===== src/rtl/quaternion_alu_unit_defines.svh =====
// assertion helpers for the quaternion unit
`ifndef QUATERNION_ALU_UNIT_DEFINES_SVH
`define QUATERNION_ALU_UNIT_DEFINES_SVH

// condition must hold in the same cycle as the trigger
`define QALU_ASSERT_NOW(lbl, trig, cond, msg) \
    lbl: assert property (@(posedge i_clk) disable iff (!i_rst_n) (trig) |-> (cond)) \
        else $error(msg);

// condition must hold in the cycle after the trigger
`define QALU_ASSERT_NEXT(lbl, trig, cond, msg) \
    lbl: assert property (@(posedge i_clk) disable iff (!i_rst_n) (trig) |=> (cond)) \
        else $error(msg);

`endif


===== src/rtl/qalu_pkg.sv =====
// ----------------------------------------------------------------------------
// qalu_pkg
// Shared codes and types of the quaternion unit.
// ----------------------------------------------------------------------------
package qalu_pkg;

    localparam int MODE_W = 3;

    localparam logic [MODE_W-1:0] MODE_MUL  = 3'd0;
    localparam logic [MODE_W-1:0] MODE_LDIV = 3'd1;
    localparam logic [MODE_W-1:0] MODE_RDIV = 3'd2;
    localparam logic [MODE_W-1:0] MODE_INV  = 3'd3;
    localparam logic [MODE_W-1:0] MODE_ROT  = 3'd4;

    localparam logic [1:0] ST_OK     = 2'd0;
    localparam logic [1:0] ST_DIVZERO = 2'd1;
    localparam logic [1:0] ST_SAT    = 2'd2;

    localparam int QDEPTH = 4;
    localparam int QAW    = 2;

    typedef struct packed {
        logic              active;
        logic [MODE_W-1:0] mode;
    } t_ctrl;

endpackage


===== src/rtl/qalu_in_if.sv =====
// ----------------------------------------------------------------------------
// qalu_in_if
// Operation channel: mode and two quaternions.
// ----------------------------------------------------------------------------
interface qalu_in_if import qalu_pkg::*; #(parameter int CW = 16);
    logic                 valid;
    logic                 ready;
    logic [MODE_W-1:0]    mode;
    logic signed [CW-1:0] qa_w;
    logic signed [CW-1:0] qa_x;
    logic signed [CW-1:0] qa_y;
    logic signed [CW-1:0] qa_z;
    logic signed [CW-1:0] qb_w;
    logic signed [CW-1:0] qb_x;
    logic signed [CW-1:0] qb_y;
    logic signed [CW-1:0] qb_z;

    modport source (output valid, mode, qa_w, qa_x, qa_y, qa_z,
                    qb_w, qb_x, qb_y, qb_z, input ready);
    modport sink   (input valid, mode, qa_w, qa_x, qa_y, qa_z,
                    qb_w, qb_x, qb_y, qb_z, output ready);
endinterface


===== src/rtl/qalu_front.sv =====
// ----------------------------------------------------------------------------
// qalu_front
// Accepts items, decodes the mode and forms the operand quaternions.
// ----------------------------------------------------------------------------
module qalu_front import qalu_pkg::*; #(
    parameter int CW = 16
) (
    qalu_in_if.sink                 i_in,
    input  logic                    i_full,
    output logic                    o_push,
    output logic [16*(CW+1)-1:0]    o_opnd,
    output t_ctrl                   o_ctrl
);

    localparam int EW = CW + 1;

    logic signed [EW-1:0] a [4];
    logic signed [EW-1:0] b [4];
    logic signed [EW-1:0] l [4];
    logic signed [EW-1:0] r [4];
    logic signed [EW-1:0] m [4];
    logic signed [EW-1:0] c [4];

    assign i_in.ready = !i_full;
    assign o_push     = i_in.valid && !i_full;

    always_comb begin
        a[0] = EW'(i_in.qa_w);
        a[1] = EW'(i_in.qa_x);
        a[2] = EW'(i_in.qa_y);
        a[3] = EW'(i_in.qa_z);
        b[0] = EW'(i_in.qb_w);
        b[1] = EW'(i_in.qb_x);
        b[2] = EW'(i_in.qb_y);
        b[3] = EW'(i_in.qb_z);
        c[0] = a[0];
        for (int i = 1; i < 4; i++) begin
            c[i] = -a[i];
        end
        for (int i = 0; i < 4; i++) begin
            l[i] = '0;
            r[i] = '0;
            m[i] = a[i];
        end
        unique case (i_in.mode)
            MODE_MUL: begin
                l = a;
                r = b;
            end
            MODE_LDIV: begin
                l = c;
                r = b;
            end
            MODE_RDIV: begin
                l = a;
                r[0] = b[0];
                for (int i = 1; i < 4; i++) begin
                    r[i] = -b[i];
                end
                m = b;
            end
            MODE_ROT: begin
                // vector goes in as a pure quaternion
                l = a;
                for (int i = 1; i < 4; i++) begin
                    r[i] = b[i];
                end
            end
            default: begin
            end
        endcase
        for (int i = 0; i < 4; i++) begin
            o_opnd[i*EW +: EW]      = l[i];
            o_opnd[(4+i)*EW +: EW]  = r[i];
            o_opnd[(8+i)*EW +: EW]  = m[i];
            o_opnd[(12+i)*EW +: EW] = c[i];
        end
        o_ctrl.active = (i_in.mode <= MODE_ROT);
        o_ctrl.mode   = i_in.mode;
    end

endmodule


===== src/flat_wrapper.sv =====
// flat-port wrapper written by rule: the top's interface ports become plain ports
module qalu_front_flat import qalu_pkg::*;
#(
    parameter int CW = 16
)
  (i_full, o_push, o_opnd, o_ctrl, i_in_valid, i_in_mode, i_in_qa_w, i_in_qa_x, i_in_qa_y, i_in_qa_z, i_in_qb_w, i_in_qb_x, i_in_qb_y, i_in_qb_z, i_in_ready);
  qalu_in_if #(.CW(CW)) i_in_i ();
  input  logic i_full;
  output logic o_push;
  output logic [16*(CW+1)-1:0] o_opnd;
  output t_ctrl o_ctrl;
  input wire logic [$bits(i_in_i.valid)-1:0] i_in_valid;
  input wire logic [$bits(i_in_i.mode)-1:0] i_in_mode;
  input wire logic [$bits(i_in_i.qa_w)-1:0] i_in_qa_w;
  input wire logic [$bits(i_in_i.qa_x)-1:0] i_in_qa_x;
  input wire logic [$bits(i_in_i.qa_y)-1:0] i_in_qa_y;
  input wire logic [$bits(i_in_i.qa_z)-1:0] i_in_qa_z;
  input wire logic [$bits(i_in_i.qb_w)-1:0] i_in_qb_w;
  input wire logic [$bits(i_in_i.qb_x)-1:0] i_in_qb_x;
  input wire logic [$bits(i_in_i.qb_y)-1:0] i_in_qb_y;
  input wire logic [$bits(i_in_i.qb_z)-1:0] i_in_qb_z;
  output wire logic [$bits(i_in_i.ready)-1:0] i_in_ready;
  assign i_in_i.valid = i_in_valid;
  assign i_in_i.mode = i_in_mode;
  assign i_in_i.qa_w = i_in_qa_w;
  assign i_in_i.qa_x = i_in_qa_x;
  assign i_in_i.qa_y = i_in_qa_y;
  assign i_in_i.qa_z = i_in_qa_z;
  assign i_in_i.qb_w = i_in_qb_w;
  assign i_in_i.qb_x = i_in_qb_x;
  assign i_in_i.qb_y = i_in_qb_y;
  assign i_in_i.qb_z = i_in_qb_z;
  assign i_in_ready = i_in_i.ready;
  qalu_front #(.CW(CW)) u_core (.i_in(i_in_i), .i_full(i_full), .o_push(o_push), .o_opnd(o_opnd), .o_ctrl(o_ctrl));
endmodule

===== config.mk =====
export PLATFORM = sky130hd
export DESIGN_NAME = qalu_front_flat
export DESIGN_NICKNAME = d
export VERILOG_FILES = /design/src/rtl/quaternion_alu_unit_defines.svh /design/src/rtl/qalu_pkg.sv /design/src/rtl/qalu_in_if.sv /design/src/rtl/qalu_front.sv /design/src/flat_wrapper.sv
export SDC_FILE = /design/constraint.sdc
export NUM_CORES = 1
export LEC_CHECK = 0
export ABC_CLOCK_PERIOD_IN_PS = 6500
export BUFFER_PORTS_ARGS = -buffer_cell sky130_fd_sc_hd__buf_2
export CORE_AREA = 2 2 159 161
export DETAILED_ROUTE_END_ITERATION = 8
export DIE_AREA = 0 0 161 163
export GPL_ROUTABILITY_DRIVEN = 0
export SLEW_MARGIN = 20
export SYNTH_ARGS = -nofsm -noshare
export SYNTH_HDL_FRONTEND = slang
export SYNTH_SLANG_ARGS = --single-unit

===== constraint.sdc =====
create_clock -name vclk -period 6.5
set_input_delay 0.975 -clock vclk [all_inputs]
set_output_delay 0.975 -clock vclk [all_outputs]
set_load 0.05 [all_outputs]

# Word level (Yosys, flattened, before mapping)

Cells that the tools add are included.
W data, S select, Z words.

Register bits after elaboration: 0
Latch bits: 0
Memory bits (writable): 0
ROM bits: 0
Input port bits: 133
Output and inout port bits: 278
Logic and storage cells: 20
Memories kept: 0

Add/sub/neg operators: 6
Multipliers: 0
Div/mod/pow operators: 0
Magnitude comparators: 1
Eq/ne operators: 3
Shifts and indexed selects: 0
Mux-type cells: 4
Bitwise operators: 0
Reductions and logical operators: 6

Operator list:

| cell                 | count |
|---|---|
| $pmux W68 S2         | 1 |
| $neg A16 Y17         | 6 |
| $pmux W51 S2         | 1 |
| $mux W68             | 1 |
| $mux W17             | 1 |
| $reduce_or A3 Y1     | 3 |
| $eq A3 B1 Y1 const B | 1 |
| $eq A3 B2 Y1 const B | 1 |
| $eq A3 B3 Y1 const B | 1 |
| $le A3 B3 Y1 const B | 1 |
| $logic_not A3 Y1     | 1 |
| $logic_and A1 B1 Y1  | 1 |
| $logic_not A1 Y1     | 1 |

# Logic depth before layout (Yosys ltp)

Gate-level depths: netlist of the first run.

Word-level depth: 3
Gate-level depth with buffers: 8
Depth with buffers taken out: 6

# Worst setup path after synthesis of the first run

Ideal clock, no wire load.

Path kind: input to output
Start: input i_in_qb_y[4]
End: output o_opnd[113]
Data arrival time: 4.048 ns
Data required time: 5.525 ns
Path slack: 1.477 ns
Stages on the path: 4
Buffers on the path: 1
Cell sequence: or4_1 buf_2 or4_4 o311ai_0

Cells in the longest elaborated chain, start to end: 2

Ends and longest elaborated chain:

| element      | line               | source |
|---|---|---|
| from (decl)  | flat_wrapper.sv:20 | `input wire logic [$bits(i_in_i.qb_y)-1:0] i_in_qb_y;` |
| $neg A16 Y17 | qalu_front.sv:58   | `r[i] = -b[i];` |
| $pmux W51 S2 | qalu_front.sv:45   | `unique case (i_in.mode)` |
| to (decl)    | flat_wrapper.sv:10 | `output logic [16*(CW+1)-1:0] o_opnd;` |

Every way passes these cells.

# Worst setup path in the final report of the first run

Start: input i_in_qb_y[4]
End: output o_opnd[116]

Same word-level chain as after synthesis.

==> results of run 1 <==
## report_power, final
part / internal, mW / leakage (nW) / switching (mW) / total (mW)
clock: 0.0000000412 / 0.0000127 / 0 / 0.0000000412
combinational: 0.184 / 3.33 / 0.675 / 0.858
sequential: 0 / 0 / 0 / 0
total: 0.184 / 3.33 / 0.675 / 0.858
## per-stage QoR
step | area, sq um | setup WS (ns) | total power [mW] | hold WS, ns
detailed placement | 6490 | 2.21 | 0.854 | 2.26
floorplan | 4410 | 1.48 | 0.619 | 2.12
global placement | 6490 | 2.19 | 0.852 | 2.26
CTS | 6490 | 2.21 | 0.856 | 2.26
global route | 6520 | 2.25 | 0.898 | 2.27
finish | 6520 | 2.40 | 0.858 | 2.26
## worst max-delay path: cells and delay by family
kind / cells / cell delay [ns]
AND/OR/NAND/NOR: 2 / 1.37
buffers and inverters: 2 / 0.44
AO/OA/AOI/OAI: 2 / 0.34
## area by class of cell
type               instances  area share (%)
repair buffers           418            32.7
multi-input cells        684            59.4
inverters                 26            1.50
diodes                     2          0.0767
well taps                330            6.33
## final timing paths
check | cells after the start | slack, ns | startpoint | endpoint
max | 6 | 2.40 | i_in_qb_y[4] | o_opnd[116]
min | 2 | 2.26 | i_in_qa_w[14] | o_opnd[218]
## routing by layer
metal,part of all wire (%),vias up,GRT usage (%)
li1,-,3458,-
met1,45,3365,25.6
met2,45,413,30.7
met3,8.0,41,2.57
met4,1.9,2,3.04
met5,0.049,-,0
## cell usage after synthesis (all sizes together), types with 2 or more instances
library cell,instances,area share (%)
nand2,215,18
o21ai,65,7.4
clkbuf,52,4.4
buf,47,6.6
nor2,47,4.0
a21oi,32,3.6
and2,32,4.5
inv,26,2.2
nor3,26,3.1
a22o,24,4.8
a31oi,24,3.4
xor2,23,4.6
nand4,21,3.0
nor4,21,3.3
o31ai,21,3.6
nand3,20,2.3
xnor2,20,4.0
or3,14,2.0
or4,10,1.9
nand2b,9,1.3
a211o,6,1.2
a21o,6,1.0
ha,6,1.7
nor3b,4,0.68
o41ai,4,0.79
or3b,4,0.79
and3,3,0.43
mux2i,3,0.68
o211ai,3,0.51
or2,3,0.43
nor2b,2,0.28
o22ai,2,0.28
o311ai,2,0.57
o31a,2,0.40
o41a,2,0.51
## cell families (layout without fill, tap and decap cells)
| logic type | after synthesis | in the layout | synth area share (%) |
|---|---|---|---|
| simple gates | 435 | 435 | 47.0 |
| mux | 3 | 3 | 0.681 |
| buf+inv | 125 | 444 | 13.2 |
| other cells | 0 | 2 | 0 |
| compound gates | 197 | 197 | 28.8 |
| xor+xnor | 43 | 43 | 8.54 |
| fa+ha+maj | 6 | 6 | 1.70 |
==> out/results.txt, run 1 <==
remaining number of nets flagged by the antenna check after routing: 0
share of cells above drive strength 1: 38.8%
synthesized area: 0.00441 sq mm
total power density per cell area: 132 mW/mm^2
outcome: finished clean
number of rows created at floorplan: 58
Unique masters post-synth: 51
all-layer global routing usage: 18.4%
total global routing overflow: 0
growth of design area from synthesis to finish: 47.9%
drt initial violations: 812
f_max: 244 MHz
total die area: 0.0262 sq mm
via-per-instance ratio: 4.99
transition time of the tightest slew-check pin: 1.09 ns
footprint of the multi-input gates: 0.00387 sq mm
clock period minus final worst setup slack: 4.10 ns
antenna violations before repair: 4
Warnings, synthesis: 0
number of global-route vias before repair: 6414
maximum resistive drop on vdd: 0.0878 mV
initial core utilization: 17.9%
Max Slew Vio Count: 0
placed wire-length estimate: 22.0 mm
Layout clock buffers: 0
Filler Cell Count: 2866
net count after synthesis: 948
category of the most critical setup path: input pin to output port
number of design rule violations left after detail routing: 0
gate count of the mapped netlist: 809
net count reported at finish: 1269
core outline area: 0.0247 sq mm
number of post-CTS setup repair buffers: 0
Post-CTS Resized: 0
total of endpoints with negative setup slack in the final report: 0
endpoint kind of the worst setup timing path: output port
port bufs: 411
Sum Neg Setup Slack: 0 ns
post-route insts no fill: 1460
RSZ-0062 raised after global routing: false
signal arrival time at the worst endpoint: 3.13 ns
required time of the worst setup path: 5.52 ns
final sequential cell count: 0
first-pass detailed-route iteration total: 5
Final Routed Wirelength: 26.8 mm
most frequent standard cell in the layout excluding fill and tap cells: buf_2
width of the chip: 161 um
class of the tightest hold or removal check: input pin to output port
cell with the biggest individual delay on the critical path: nor4_1
post-route fraction of the period consumed by the critical path: 63.1%
Post-Place Cells: 1458
worst-case headroom to the max-slew limit: 27.2%
worst-path fanout max: 7
sequential element share of the synthesized area: 0%
post-synthesis average cell area: 5.45 sq um
area taken by flip-flops and latches: 0 sq um
cell repeated most along the worst path: buf_2
number of hold-slack violations in the final timing report: 0
pin count of the biggest net entering global routing: 111
wire length of the first global-routing pass: 38.2 mm
die height: 163 um
detailed-route via count: 7279
Routed wire per std cell: 18.3 um
LEAKAGE: 3.33 nW
worst-path cell chain: buf_2, or4_1, nor4_1, a31oi_1, o21ai_0, buf_2
hold buffer count at cts: 0
# Max-Cap Violations: 0
num ports: 411
end-of-flow core utilization: 26.4%
category of the worst setup path launch point: input pin
largest stage delay on the critical path: 0.74 ns
commonest cells after routing, fill and taps aside: buf_2 (411), nand2_1 (215), o21ai_0 (64)
(Power assumes the default switching activity.)
==> inputs of run 2 (changes only) <==
--- a/config.mk
+++ b/config.mk
@@ -5,7 +5,7 @@
 export SDC_FILE = /design/constraint.sdc
 export NUM_CORES = 1
 export LEC_CHECK = 0
-export ABC_CLOCK_PERIOD_IN_PS = 6500
+export ABC_CLOCK_PERIOD_IN_PS = 3500
 export BUFFER_PORTS_ARGS = -buffer_cell sky130_fd_sc_hd__buf_2
 export CORE_AREA = 2 2 159 161
 export DETAILED_ROUTE_END_ITERATION = 8
==> constraint.sdc (replaced) <==
create_clock -name vclk -period 3.5
set_input_delay 0.525 -clock vclk [all_inputs]
set_output_delay 0.525 -clock vclk [all_outputs]
set_load 0.05 [all_outputs]
==> out/results.txt, run 2 (same netlist as run 1, synthesis figures left out) <==
signal arrival time at the worst endpoint: 2.59 ns
core outline area: 0.0247 sq mm
maximum resistive drop on vdd: 0.101 mV
pin count of the biggest net entering global routing: 45
number of post-CTS setup repair buffers: 0
hold wc startpoint: i_in_qa_w[13]
wire length of the first global-routing pass: 38.5 mm
placed wire-length estimate: 22.6 mm
Post-CTS Resized: 0
worst-case headroom to the max-slew limit: 44.9%
num ports: 411
antenna violations before repair: 2
instance area at placement: 0.00666 sq mm
category of the worst setup path launch point: input pin
final worst-path setup slack: 0.389 ns
footprint of the multi-input gates: 0.00385 sq mm
# Max-Cap Violations: 0
worst-path cell chain: buf_2, or4_1, or4_4, o311ai_2, a21boi_1, buf_2
Layout clock buffers: 0
required time of the worst setup path: 2.97 ns
port bufs: 411
endpoint kind of the worst setup timing path: output port
transition time of the tightest slew-check pin: 0.826 ns
all-layer global routing usage: 18.6%
largest stage delay on the critical path: 0.64 ns
post-placement setup slack: 0.371 ns
RSZ-0062 raised after global routing: false
cell with the biggest individual delay on the critical path: or4_1
hold buffer count at cts: 0
Post-Place Cells: 1482
end-of-flow core utilization: 27.0%
net count reported at finish: 1293
clock period minus final worst setup slack: 3.11 ns
number of hold-slack violations in the final timing report: 0
post-route fraction of the period consumed by the critical path: 88.9%
die height: 163 um
remaining number of nets flagged by the antenna check after routing: 0
Final Routed Wirelength: 27.2 mm
Routed wire per std cell: 18.3 um
most frequent standard cell in the layout excluding fill and tap cells: buf_2
via-per-instance ratio: 5.04
total of endpoints with negative setup slack in the final report: 0
total power density per cell area: 241 mW/mm^2
category of the most critical setup path: input pin to output port
number of rows created at floorplan: 58
width of the chip: 161 um
post-route insts no fill: 1483
startpoint of the most critical setup path: i_in_qb_y[4]
total global routing overflow: 0
number of design rule violations left after detail routing: 0
share of cells above drive strength 1: 39.9%
worst-path fanout max: 7
number of global-route vias before repair: 6344
LEAKAGE: 3.44 nW
cell repeated most along the worst path: buf_2
final sequential cell count: 0
class of the tightest hold or removal check: input pin to output port
initial core utilization: 17.9%
worst hold margin: 1.36 ns
growth of design area from synthesis to finish: 51.1%
outcome: finished clean
Filler Cell Count: 2873
detailed-route via count: 7478
drt initial violations: 871
area taken by flip-flops and latches: 0 sq um
Max Slew Vio Count: 0
f_max: 321 MHz
first-pass detailed-route iteration total: 6
commonest cells after routing, fill and taps aside: buf_2 (411), nand2_1 (215), o21ai_0 (63)
total die area: 0.0262 sq mm
final std cell area, no fill: 0.00666 sq mm
## run 2: metrics by stage
stage	total power [mW]	setup TNS, ns
after CTS	1.60	0
after floorplan	1.15	-0.0897
after detailed placement	1.60	0
after global placement	1.60	0
final	1.61	0
after global routing	1.68	0
## run 2: metal layers
metal | vias up | track usage, % | part of all wire (%)
met3 | 46 | 2.44 | 9.0
met1 | 3446 | 26.4 | 44
met5 | - | 0 | 0.048
li1 | 3505 | - | -
met2 | 479 | 30.7 | 45
met4 | 2 | 2.84 | 2.0
## run 2: power by group
part             total (mW)  internal, mW  switching, mW
clock network  0.0000000382  0.0000000382              0
registers                 0             0              0
logic                  1.61         0.352           1.26
total                  1.61         0.352           1.26
## run 2: final cells by class
| type | instances | area share, % |
|---|---|---|
| Inverter | 26 | 1.46 |
| Tap cell | 330 | 6.20 |
| Antenna cell | 1 | 0.0376 |
| Multi-Input combinational cell | 684 | 57.7 |
| Timing Repair Buffer | 442 | 34.6 |
## run 2: final timing paths
kind | end | slack, ns | cells past startpoint
worst max-delay path | o_opnd[115] | 0.39 | 6
worst min-delay path | o_opnd[217] | 1.36 | 2
## run 2: critical path, delay by kind of cell
kind | cells | cell delay (ns)
AO/OA/AOI/OAI | 2 | 0.41
buffers and inverters | 2 | 0.42
AND/OR/NAND/NOR | 2 | 1.24
