`config.mk`:
```
export PLATFORM = sky130hd
export DESIGN_NAME = qalu_fifo
export DESIGN_NICKNAME = d
export VERILOG_FILES = /design/src/rtl/quaternion_alu_unit_defines.svh /design/src/rtl/qalu_pkg.sv /design/src/rtl/qalu_fifo.sv
export SDC_FILE = /design/constraint.sdc
export NUM_CORES = 1
export LEC_CHECK = 0
export ABC_AREA = 1
export ABC_CLOCK_PERIOD_IN_PS = 3200
export BUFFER_PORTS_ARGS = -buffer_cell sky130_fd_sc_hd__buf_2
export CORE_ASPECT_RATIO = 0.75
export CORE_MARGIN = 1.5
export CORE_UTILIZATION = 25
export CTS_BUF_LIST = sky130_fd_sc_hd__clkbuf_4
export DETAILED_ROUTE_END_ITERATION = 8
export SETUP_SLACK_MARGIN = 0.2
export SLEW_MARGIN = 40
export SYNTH_ARGS = -nofsm -noshare
export SYNTH_HDL_FRONTEND = slang
export SYNTH_SLANG_ARGS = --single-unit
```
`constraint.sdc`:
```
create_clock -name i_clk -period 3.2 [get_ports i_clk]
set_input_delay 0.16 -clock i_clk [delete_from_list [all_inputs] [get_ports i_clk]]
set_output_delay 0.16 -clock i_clk [all_outputs]
set_load 0.01 [all_outputs]
```
`src/rtl/quaternion_alu_unit_defines.svh`:
```
// assertion helpers for the quaternion unit
`ifndef QUATERNION_ALU_UNIT_DEFINES_SVH
`define QUATERNION_ALU_UNIT_DEFINES_SVH

// condition must hold in the same cycle as the trigger
`define QALU_ASSERT_NOW(lbl, trig, cond, msg) \
    lbl: assert property (@(posedge i_clk) disable iff (!i_rst_n) (trig) |-> (cond)) \
        else $error(msg);

// condition must hold in the cycle after the trigger
`define QALU_ASSERT_NEXT(lbl, trig, cond, msg) \
    lbl: assert property (@(posedge i_clk) disable iff (!i_rst_n) (trig) |=> (cond)) \
        else $error(msg);

`endif

```
`src/rtl/qalu_pkg.sv`:
```
// ----------------------------------------------------------------------------
// qalu_pkg
// Shared codes and types of the quaternion unit.
// ----------------------------------------------------------------------------
package qalu_pkg;

    localparam int MODE_W = 3;

    localparam logic [MODE_W-1:0] MODE_MUL  = 3'd0;
    localparam logic [MODE_W-1:0] MODE_LDIV = 3'd1;
    localparam logic [MODE_W-1:0] MODE_RDIV = 3'd2;
    localparam logic [MODE_W-1:0] MODE_INV  = 3'd3;
    localparam logic [MODE_W-1:0] MODE_ROT  = 3'd4;

    localparam logic [1:0] ST_OK     = 2'd0;
    localparam logic [1:0] ST_DIVZERO = 2'd1;
    localparam logic [1:0] ST_SAT    = 2'd2;

    localparam int QDEPTH = 4;
    localparam int QAW    = 2;

    typedef struct packed {
        logic              active;
        logic [MODE_W-1:0] mode;
    } t_ctrl;

endpackage

```
`src/rtl/qalu_fifo.sv`:
```
// ----------------------------------------------------------------------------
// qalu_fifo
// Short queue between the decode front and the arithmetic back.
// ----------------------------------------------------------------------------
module qalu_fifo import qalu_pkg::*; #(
    parameter int W = 8
) (
    input  logic           i_clk,
    input  logic           i_rst_n,
    input  logic           i_push,
    input  logic [W-1:0]   i_data,
    input  logic           i_pop,
    output logic [W-1:0]   o_data,
    output logic [QAW:0]   o_count,
    output logic           o_full,
    output logic           o_empty
);

    logic [W-1:0]   r_mem [QDEPTH];
    logic [QAW-1:0] r_wp;
    logic [QAW-1:0] r_rp;
    logic [QAW:0]   r_cnt;

    assign o_data  = r_mem[r_rp];
    assign o_count = r_cnt;
    assign o_full  = (r_cnt == (QAW+1)'(QDEPTH));
    assign o_empty = (r_cnt == '0);

    always_ff @(posedge i_clk) begin
        if (i_push) begin
            r_mem[r_wp] <= i_data;
        end
    end

    always_ff @(posedge i_clk) begin
        if (!i_rst_n) begin
            r_wp  <= '0;
            r_rp  <= '0;
            r_cnt <= '0;
        end else begin
            if (i_push) begin
                r_wp <= r_wp + 1'b1;
            end
            if (i_pop) begin
                r_rp <= r_rp + 1'b1;
            end
            if (i_push && !i_pop) begin
                r_cnt <= r_cnt + 1'b1;
            end else if (!i_push && i_pop) begin
                r_cnt <= r_cnt - 1'b1;
            end
        end
    end

endmodule

```
# After elaboration in Yosys (flattened, before gate mapping)
# Memory sizes are Yosys's and may differ from the RTL's. A register that Yosys moved wholly into a read port is not among the register bits.
# Index checks and enable logic that the tools add are counted.
[totals]
regBits = 7
ram_bits = 32
in_bits = 12
output_inout_bits = 13
word_cells = 21
n_memories = 1
[memory_table]
columns = ["name", "depth", "width", "rd", "rd_ports_with_merged_regs", "write_ports", "line", "rtl"]
rows = [
  ["r_mem", 4, 8, 1, 1, 1, "qalu_fifo.sv:19", "logic [W-1:0] r_mem [QDEPTH];"],
]
[classes]
addsub = 4
n_eq_ne = 1
muxes = 6
reduce_logical = 6
[ops]
columns = ["cell", "n"]
rows = [
  ["3-bit 2-to-1 mux", 2],
  ["2-bit by 1-bit adder with 2-bit output, second input constant", 2],
  ["2-bit 2-to-1 mux", 2],
  ["3-bit by 1-bit adder with 3-bit output, second input constant", 1],
  ["3-bit equality test, second input constant", 1],
  ["3-bit logical NOT", 1],
  ["3-bit by 1-bit subtractor with 3-bit output, second input constant", 1],
  ["1-bit logical AND", 2],
  ["1-bit logical NOT", 2],
  ["1-bit 2-to-1 mux", 2],
  ["2-bit nonzero test", 1],
]

# Longest topological paths before layout
# Gate-level depths: netlist of the first run.
[depth]
depth_word = 4
depth_mapped = 10

# Least setup slack after synthesis of the first run
# Ideal clock, no wire load.
[synth_path]
kind = "register -> register"
startpoint = "register r_cnt[0], in the netlist o_count[0]"
endpoint = "register r_cnt[2], in the netlist o_count[2]"
setup_time_ps = 110
t_arrival_ps = 1090
t_required_ps = 3090
path_slack_ps = 2000
path_stages_with_launch = 8
path_buffers = 0
period_less_slack_ps = 1200
cell_sequence = "dfxtp_1 fa_1 inv_1 nand2_1 nand3_1 nand2_1 inv_1 nor2_1"
[synth_via]
elab_chain_len = 3
elab_cells_between_ends = 4
classes_between = "add/sub: 2; mux: 2"
[synth_rtl]
columns = ["element", "line", "rtl"]
rows = [
  ["from (decl)", "qalu_fifo.sv:22", "logic [QAW:0] r_cnt;"],
  ["from (signal assigned)", "qalu_fifo.sv:48", "r_cnt <= r_cnt + 1'b1;"],
  ["from (signal assigned)", "qalu_fifo.sv:50", "r_cnt <= r_cnt - 1'b1;"],
  ["3-bit by 1-bit subtractor with 3-bit output", "qalu_fifo.sv:50", ""],
  ["3-bit 2-to-1 mux", "qalu_fifo.sv:49", "end else if (!i_push && i_pop) begin"],
  ["3-bit 2-to-1 mux (*)", "qalu_fifo.sv:47", "if (i_push && !i_pop) begin"],
]
# Every way passes the cells marked *; elsewhere a longest branch is shown, timed or not. The select of a mux whose other input is x is not followed.
# A chain may end at the register's enable or synchronous reset.

==> results of run 1 <==
==> Yosys cell counts (all sizes together) <==
library cell,number
edfxtp,32
o21ai,22
nor2,21
inv,17
dfxtp,9
nand2,9
o22ai,8
ha,5
a21oi,4
buf,2
nor3,2
fa,1
nand3,1
nand4,1
==> cell type report <==
cell class              instances  area (um^2)  area share
well taps                      81          101      0.0535
flip-flops and latches         41         1140       0.602
clock buffers                   7         52.6      0.0277
clock inverters                 1         3.75     0.00198
inverters                      17         63.8      0.0337
repair buffers                 24          120      0.0634
multi-input cells              74          412       0.217
==> critical path, delay by kind of cell, from the launching register on <==
kind | cells | cell delay [ns]
DFF | 1 | 0.68
AOI/OAI and AO/OA | 2 | 0.33
buffers and inverters | 2 | 0.40
==> state kept, by name (all words and copies together), names as in the netlist, named ones only <==
register / flops
o_count: 3
r_mem: 32
r_wp: 2
r_rp: 2
==> metal layers <==
metal	vias to the layer above	track usage	share of wire
met2	20	0.137	0.43
met1	452	0.124	0.50
met3	4	0.0417	0.056
met5	-	0	0
met4	0	0.0338	0.010
li1	523	-	-
==> per-stage QoR <==
step / power, uW / std cells / instance area [um^2] / utilization
3_3_place_gp: 754 / 237 / 1840 / 0.291
6_report: 1000 / 245 / 1890 / 0.300
4_1_cts: 1010 / 245 / 1890 / 0.300
5_1_grt: 1060 / 245 / 1890 / 0.300
3_5_place_dp: 758 / 237 / 1840 / 0.291
2_1_floorplan: 707 / 134 / 1640 / -
==> cell usage in the layout, fill, tap and decap left out <==
cell type / count
buf_2: 24
nor2_1: 18
nor3_1: 2
inv_2: 2
fa_1: 1
nand2_1: 9
o21ai_1: 2
a21oi_1: 4
clkbuf_4: 7
nand4_1: 1
o21ai_0: 18
o21ai_2: 2
inv_1: 16
nand3_1: 1
ha_1: 5
o22ai_1: 8
dfxtp_1: 9
nor2_2: 3
edfxtp_1: 32
==> path summary, 6_finish.rpt <==
kind	slack (ns)	to	cells after the start	from
min	0.03	r_mem[1][3]	1	i_data[3]
max	1.30	o_data[1]	4	flip-flop
max reg2reg	1.91	r_mem[0][2]	4	r_wp[0]
min reg2reg	0.46	flip-flop	1	r_rp[1]
==> cell families (layout without fill, tap and decap cells) <==
kind of cell / count (synthesis) / count (layout) / share of synthesized area
fa+ha+maj: 6 / 6 / 0.0504
buf+inv: 19 / 49 / 0.0527
simple gates: 34 / 34 / 0.0863
compound gates: 34 / 34 / 0.115
flops: 41 / 41 / 0.696
==> power breakdown <==
group | internal (uW) | switching, uW | total, uW | leakage, uW
combinational | 46.9 | 75.8 | 123 | 0.000347
sequential | 602 | 19.2 | 621 | 0.000369
clock | 102 | 155 | 257 | 0.0000365
total | 751 | 250 | 1000 | 0.000752
==> results.py, run 1 <==
metrics = {
    "detailed_routing": {
        "dr_total_vias": 999,
        "routed_wl_um": 2990,
        "drt_iter0_drc": 31,
        "drc": 0,
        "vias_per_cell": 4.08,
        "drt_first_pass_iters": 4,
        "antenna_left": 0,
        "routedWlPerCell_um": 12.2,
    },
    "timing": {
        "fin_ws_ns": 1.30,
        "hold_viol": 0,
        "rsz0062_at_grt": "no",
        "finalCriticalPeriod_ns": 1.90,
        "fin_tns_setup_ns": 0,
        "finalSetupViolations": 0,
        "whs_ns": 0.0336,
        "skew_ns": 0.00318,
        "finalMaxSlewViolations": 0,
        "fin_crit_sh": 0.595,
        "tightest_slew_ns": 0.545,
        "fmax_mhz": 525,
        "maxSlewHeadroom": 0.636,
    },
    "clock_network": {
        "cts_tree": "done",
        "cts_sinks": 41,
        "postCtsSetupBuffers": 0,
        "clockBufferDepth": 2,
        "cts_resized": 0,
        "clock_tree.root_cell": "clkbuf_4",
        "htree_levels": 2,
        "cts_hold_buffers": 0,
        "clk_latency_ns": 0.33,
        "numCtsBuffers": 5,
        "clk_pin_slew_ns": 0.11,
    },
    "global_routing": {
        "grt-ovfl-total": 0,
        "grt_use_total": 0.0941,
        "grt_pass1_vias": 916,
        "antenna_found_initial": 0,
        "grt_pass1_wl_um": 4710,
        "grt_max_degree": 18,
    },
    "power": {
        "leakagePower_uw": 0.000752,
        "vdd_drop_max_uv": 161,
        "p_per_area_nw_per_um2": 528,
    },
    "placement": {
        "pre_cts_slack_ns": 1.67,
        "dp_hpwl_um": 2020,
        "place_congestion": 0.735,
        "port_buffers": 24,
    },
    "synthesis": {
        "synth.area.top_cells": "edfxtp_1, dfxtp_1, o21ai_0",
        "ys_types": 18,
        "synth_seq_cells": 41,
        "seq_area_frac_synth": 0.696,
        "yosysWarningCount": 0,
        "netlist_area_um2": 1640,
        "synthCells": 134,
        "synth_top_cell_area_share": 0.586,
        "synth_area_per_cell_um2": 12.2,
        "syn_nets": 152,
        "synth_top_area_cell": "edfxtp_1",
    },
    "critical_path": {
        "cp-end-kind": "primary output",
        "worst-setup-path-type": "flip-flop to primary output",
        "slowest_delay_ns": 0.68,
        "cp.required_ns": 3.04,
        "arrival_ns": 1.74,
        "crit_fanout": 17,
        "crit_chain": "inv_2, o21ai_0, o22ai_1, buf_2",
        "cp-start-kind": "flip-flop",
        "cp_slowest_cell": "dfxtp_1",
    },
    "layout": {
        "fillerInstances": 654,
        "drive_above_1_share": 0.232,
        "area_growth_pct": 15.6,
        "final_nets": 181,
        "diodes": 0,
    },
    "min_path": {
        "hp-class": "input port to flip-flop",
    },
    "job": {
        "max_cap_viol_count": 0,
    },
    "floorplan": {
        "die_x_um": 96.5,
        "fp.dieH_um": 73.1,
        "num_rows": 25,
        "die_area_um2": 7060,
        "fp.coreArea_um2": 6320,
        "start_util": 0.259,
        "ios": 25,
    },
    "outcome": {
        "status": "finished, final reports clean",
    },
}
(Power assumes the default switching activity.)
==> run 2, diff against run 1 <==
--- a/config.mk
+++ b/config.mk
@@ -5,8 +5,8 @@
 export SDC_FILE = /design/constraint.sdc
 export NUM_CORES = 1
 export LEC_CHECK = 0
-export ABC_AREA = 1
-export ABC_CLOCK_PERIOD_IN_PS = 3200
+export ABC_AREA = 0
+export ABC_CLOCK_PERIOD_IN_PS = 1980
 export BUFFER_PORTS_ARGS = -buffer_cell sky130_fd_sc_hd__buf_2
 export CORE_ASPECT_RATIO = 0.75
 export CORE_MARGIN = 1.5
==> constraint.sdc (replaced) <==
create_clock -name i_clk -period 1.98 [get_ports i_clk]
set_input_delay 0.099 -clock i_clk [delete_from_list [all_inputs] [get_ports i_clk]]
set_output_delay 0.099 -clock i_clk [all_outputs]
set_load 0.01 [all_outputs]
==> run 2 against run 1 <==
  * Global-route usage down 0.76 points
  * Clock skew up 0.0075 ns
  * Non-clock buffer count up 9
  * Sequential power up 64%
  * Die area down 2.1%
  * Worst hold slack better by 0.00065 ns
  * Setup slack worse by 0.99 ns
  * Clock power rose to 2.6 times the previous value
  * Core utilization up 2.0 points
  * Cell count down 16%
  * Largest cell class unchanged
  * First-iteration DRC count down 23%
  * Synthesized cell count down 37%
==> results.py, run 2 <==
metrics = {
    "timing": {
        "rsz0062_at_grt": "no",
        "skew_ns": 0.0107,
        "finalCriticalPeriod_ns": 1.67,
        "tightest_slew_ns": 0.447,
        "fin_ws_ns": 0.308,
        "hold_viol": 0,
        "fmax_mhz": 598,
        "whs_ns": 0.0343,
        "finalSetupViolations": 0,
        "maxSlewHeadroom": 0.702,
        "fin_tns_setup_ns": 0,
        "fin_crit_sh": 0.845,
        "finalMaxSlewViolations": 0,
    },
    "detailed_routing": {
        "antenna_left": 0,
        "routedWlPerCell_um": 13.0,
        "drt_iter0_drc": 24,
        "vias_per_cell": 4.02,
        "routed_wl_um": 2660,
        "drt_first_pass_iters": 4,
        "dr_total_vias": 824,
        "drc": 0,
    },
    "critical_path": {
        "cp.required_ns": 1.88,
        "cp-start-kind": "flip-flop",
        "crit_fanout": 8,
        "rr_startpoint": "o_count[0]",
        "worst-setup-path-type": "flip-flop to primary output",
        "cp-end-kind": "primary output",
        "reg2reg_depth": 4,
        "crit_path_end": "o_data[3]",
        "reg2reg_to": "o_count[2]",
        "arrival_ns": 1.57,
        "worst-r2r-setup-slack_ns": 0.43,
    },
    "synthesis": {
        "yosysMostFrequentCell": "edfxtp_1",
        "seq_area_frac_synth": 0.712,
        "ys_types": 19,
        "netlist_area_um2": 1600,
        "synthArstFlopShare": 0,
        "synth.area.top_cells": "edfxtp_1, dfxtp_1, mux4_2",
        "netlist_top_cells_count": "edfxtp_1, and2_1, dfxtp_1, mux4_2, ha_1",
        "synth_area_per_cell_um2": 18.9,
        "synth_top_area_cell": "edfxtp_1",
        "synth_seq_cells": 41,
        "syn_nets": 103,
        "synthFlopType": "edfxtp_1",
        "synthCells": 85,
        "synth_edf_count": 32,
        "synth_top_cell_area_share": 0.600,
        "yosysWarningCount": 0,
    },
    "floorplan": {
        "fp.dieH_um": 72.3,
        "fp.coreArea_um2": 6260,
        "ios": 25,
        "die_area_um2": 6910,
        "start_util": 0.256,
        "die_x_um": 95.5,
        "num_rows": 25,
    },
    "power": {
        "cell_internal_pwr_uw": 1510,
        "combPwrFrac": 0.128,
        "switching_share": 0.222,
        "p_sw_uw": 431,
        "p_per_area_nw_per_um2": 969,
        "leakagePower_uw": 0.000734,
        "clkPwrFrac": 0.348,
        "vdd_drop_max_uv": 382,
        "p_seq_frac": 0.524,
    },
    "placement": {
        "postPlaceCellArea_um2": 1820,
        "pre_cts_slack_ns": 0.357,
        "dp_hpwl_um": 1900,
        "port_buffers": 24,
        "place_congestion": 0.700,
    },
    "layout": {
        "top_register": "r_mem",
        "final_cell_mix": "edfxtp_1, buf_2, and2_1, dfxtp_1",
        "final_nets": 141,
        "final_core_util": 0.320,
        "design_area_um2": 2000,
        "area_growth_pct": 24.9,
        "drive_above_1_share": 0.331,
        "final_common_cell": "edfxtp_1",
        "largest_reg_flops": 32,
        "diodes": 0,
    },
    "clock_network": {
        "clk_latency_ns": 0.35,
        "clockBufferDepth": 2,
        "numCtsBuffers": 5,
        "clock_tree.root_cell": "clkbuf_4",
        "cts_sinks": 41,
        "cts_tree": "done",
        "clk_pin_slew_ns": 0.13,
        "htree_levels": 2,
    },
    "min_path": {
        "hp-class": "input port to flip-flop",
    },
    "global_routing": {
        "grt_max_degree": 15,
        "antenna_found_initial": 0,
        "grt_pass1_wl_um": 4280,
        "grt_use_total": 0.0865,
        "grt_pass1_vias": 929,
        "grt-ovfl-total": 0,
    },
    "job": {
        "max_cap_viol_count": 0,
    },
    "outcome": {
        "status": "finished, final reports clean",
    },
}
-- run 2: cell count changes in the layout (fill, tap and decap cells not counted), moves of 3 or more --
cell	previous run	this run
nor2_1	18	0
nor2_2	3	0
mux4_2	0	8
nand2_1	9	1
inv_1	16	4
a21oi_1	4	0
o22ai_1	8	0
and2_1	0	9
o21ai_0	18	1
xor2_1	0	3
dlygate4sd3_1	0	8
-- run 2: kinds of logic (layout without fill, tap and decap cells) --
group,Yosys count,in the layout,synth area share
XOR/XNOR,5,5,0.0273
multiplexers,10,10,0.125
AO/OA/AOI/OAI,2,2,0.00781
buffers and inverters,6,45,0.0195
flip-flops,41,41,0.712
AND/OR/NAND/NOR,15,15,0.0570
adder cells (fa/ha/maj),6,6,0.0515
-- run 2: power by group through the flow --
stage / clock network (uW) / logic, uW / registers, uW
detailed placement: 0 / 241 / 1040
CTS: 697 / 255 / 1020
floorplan: 0 / 152 / 1030
global route: 737 / 275 / 1020
finish: 676 / 248 / 1020
global placement: 0 / 232 / 1030
-- run 2: worst max-delay path, cell delays in order, from the launching register on --
cell	delay, ns
dfxtp_1	0.34
buf_4	0.20
mux4_2	0.53
buf_2	0.16
-- run 2: metrics by stage --
stage          total power (uW)  std cells
2_1_floorplan              1180         85
3_3_place_gp               1260        189
3_5_place_dp               1280        189
4_1_cts                    1970        205
5_1_grt                    2040        205
6_report                   1940        205
-- run 2: area by class of cell --
type                            instances  area (um^2)
Fill cell                             629         4250
Sequential cell                        41         1140
Multi-Input combinational cell         38          430
Timing Repair Buffer                   33          208
Tap cell                               81          101
Clock inverter                          3         68.8
Clock buffer                            5         37.5
Inverter                                4         15.0
-- run 2: how the worst min path moves through the flow --
stage               cells after the start       from           to
floorplan                               0  i_data[0]  r_mem[0][0]
global placement                        1  i_data[6]  r_mem[0][6]
detailed placement                      1  i_data[6]  r_mem[3][6]
CTS                                     2    i_rst_n      r_wp[0]
global route                            2    i_rst_n   o_count[2]
finish                                  2    i_rst_n      r_wp[0]
-- run 2: timing repair --
action                                 in CTS  in global routing
gates resized for setup                     0                  0
setup buffers                               0                  0
endpoints found under the hold margin      32                  0
hold buffers                                8                  0
-- run 2: per-layer routing --
metal	part of all wire	up-vias	wire length, um	global-route usage
li1	-	392	-	-
met2	0.49	25	1320	0.148
met3	0.070	3	186	0.0377
met5	0	-	0	0
met4	0.0071	0	19	0.0294
met1	0.43	404	1140	0.0965
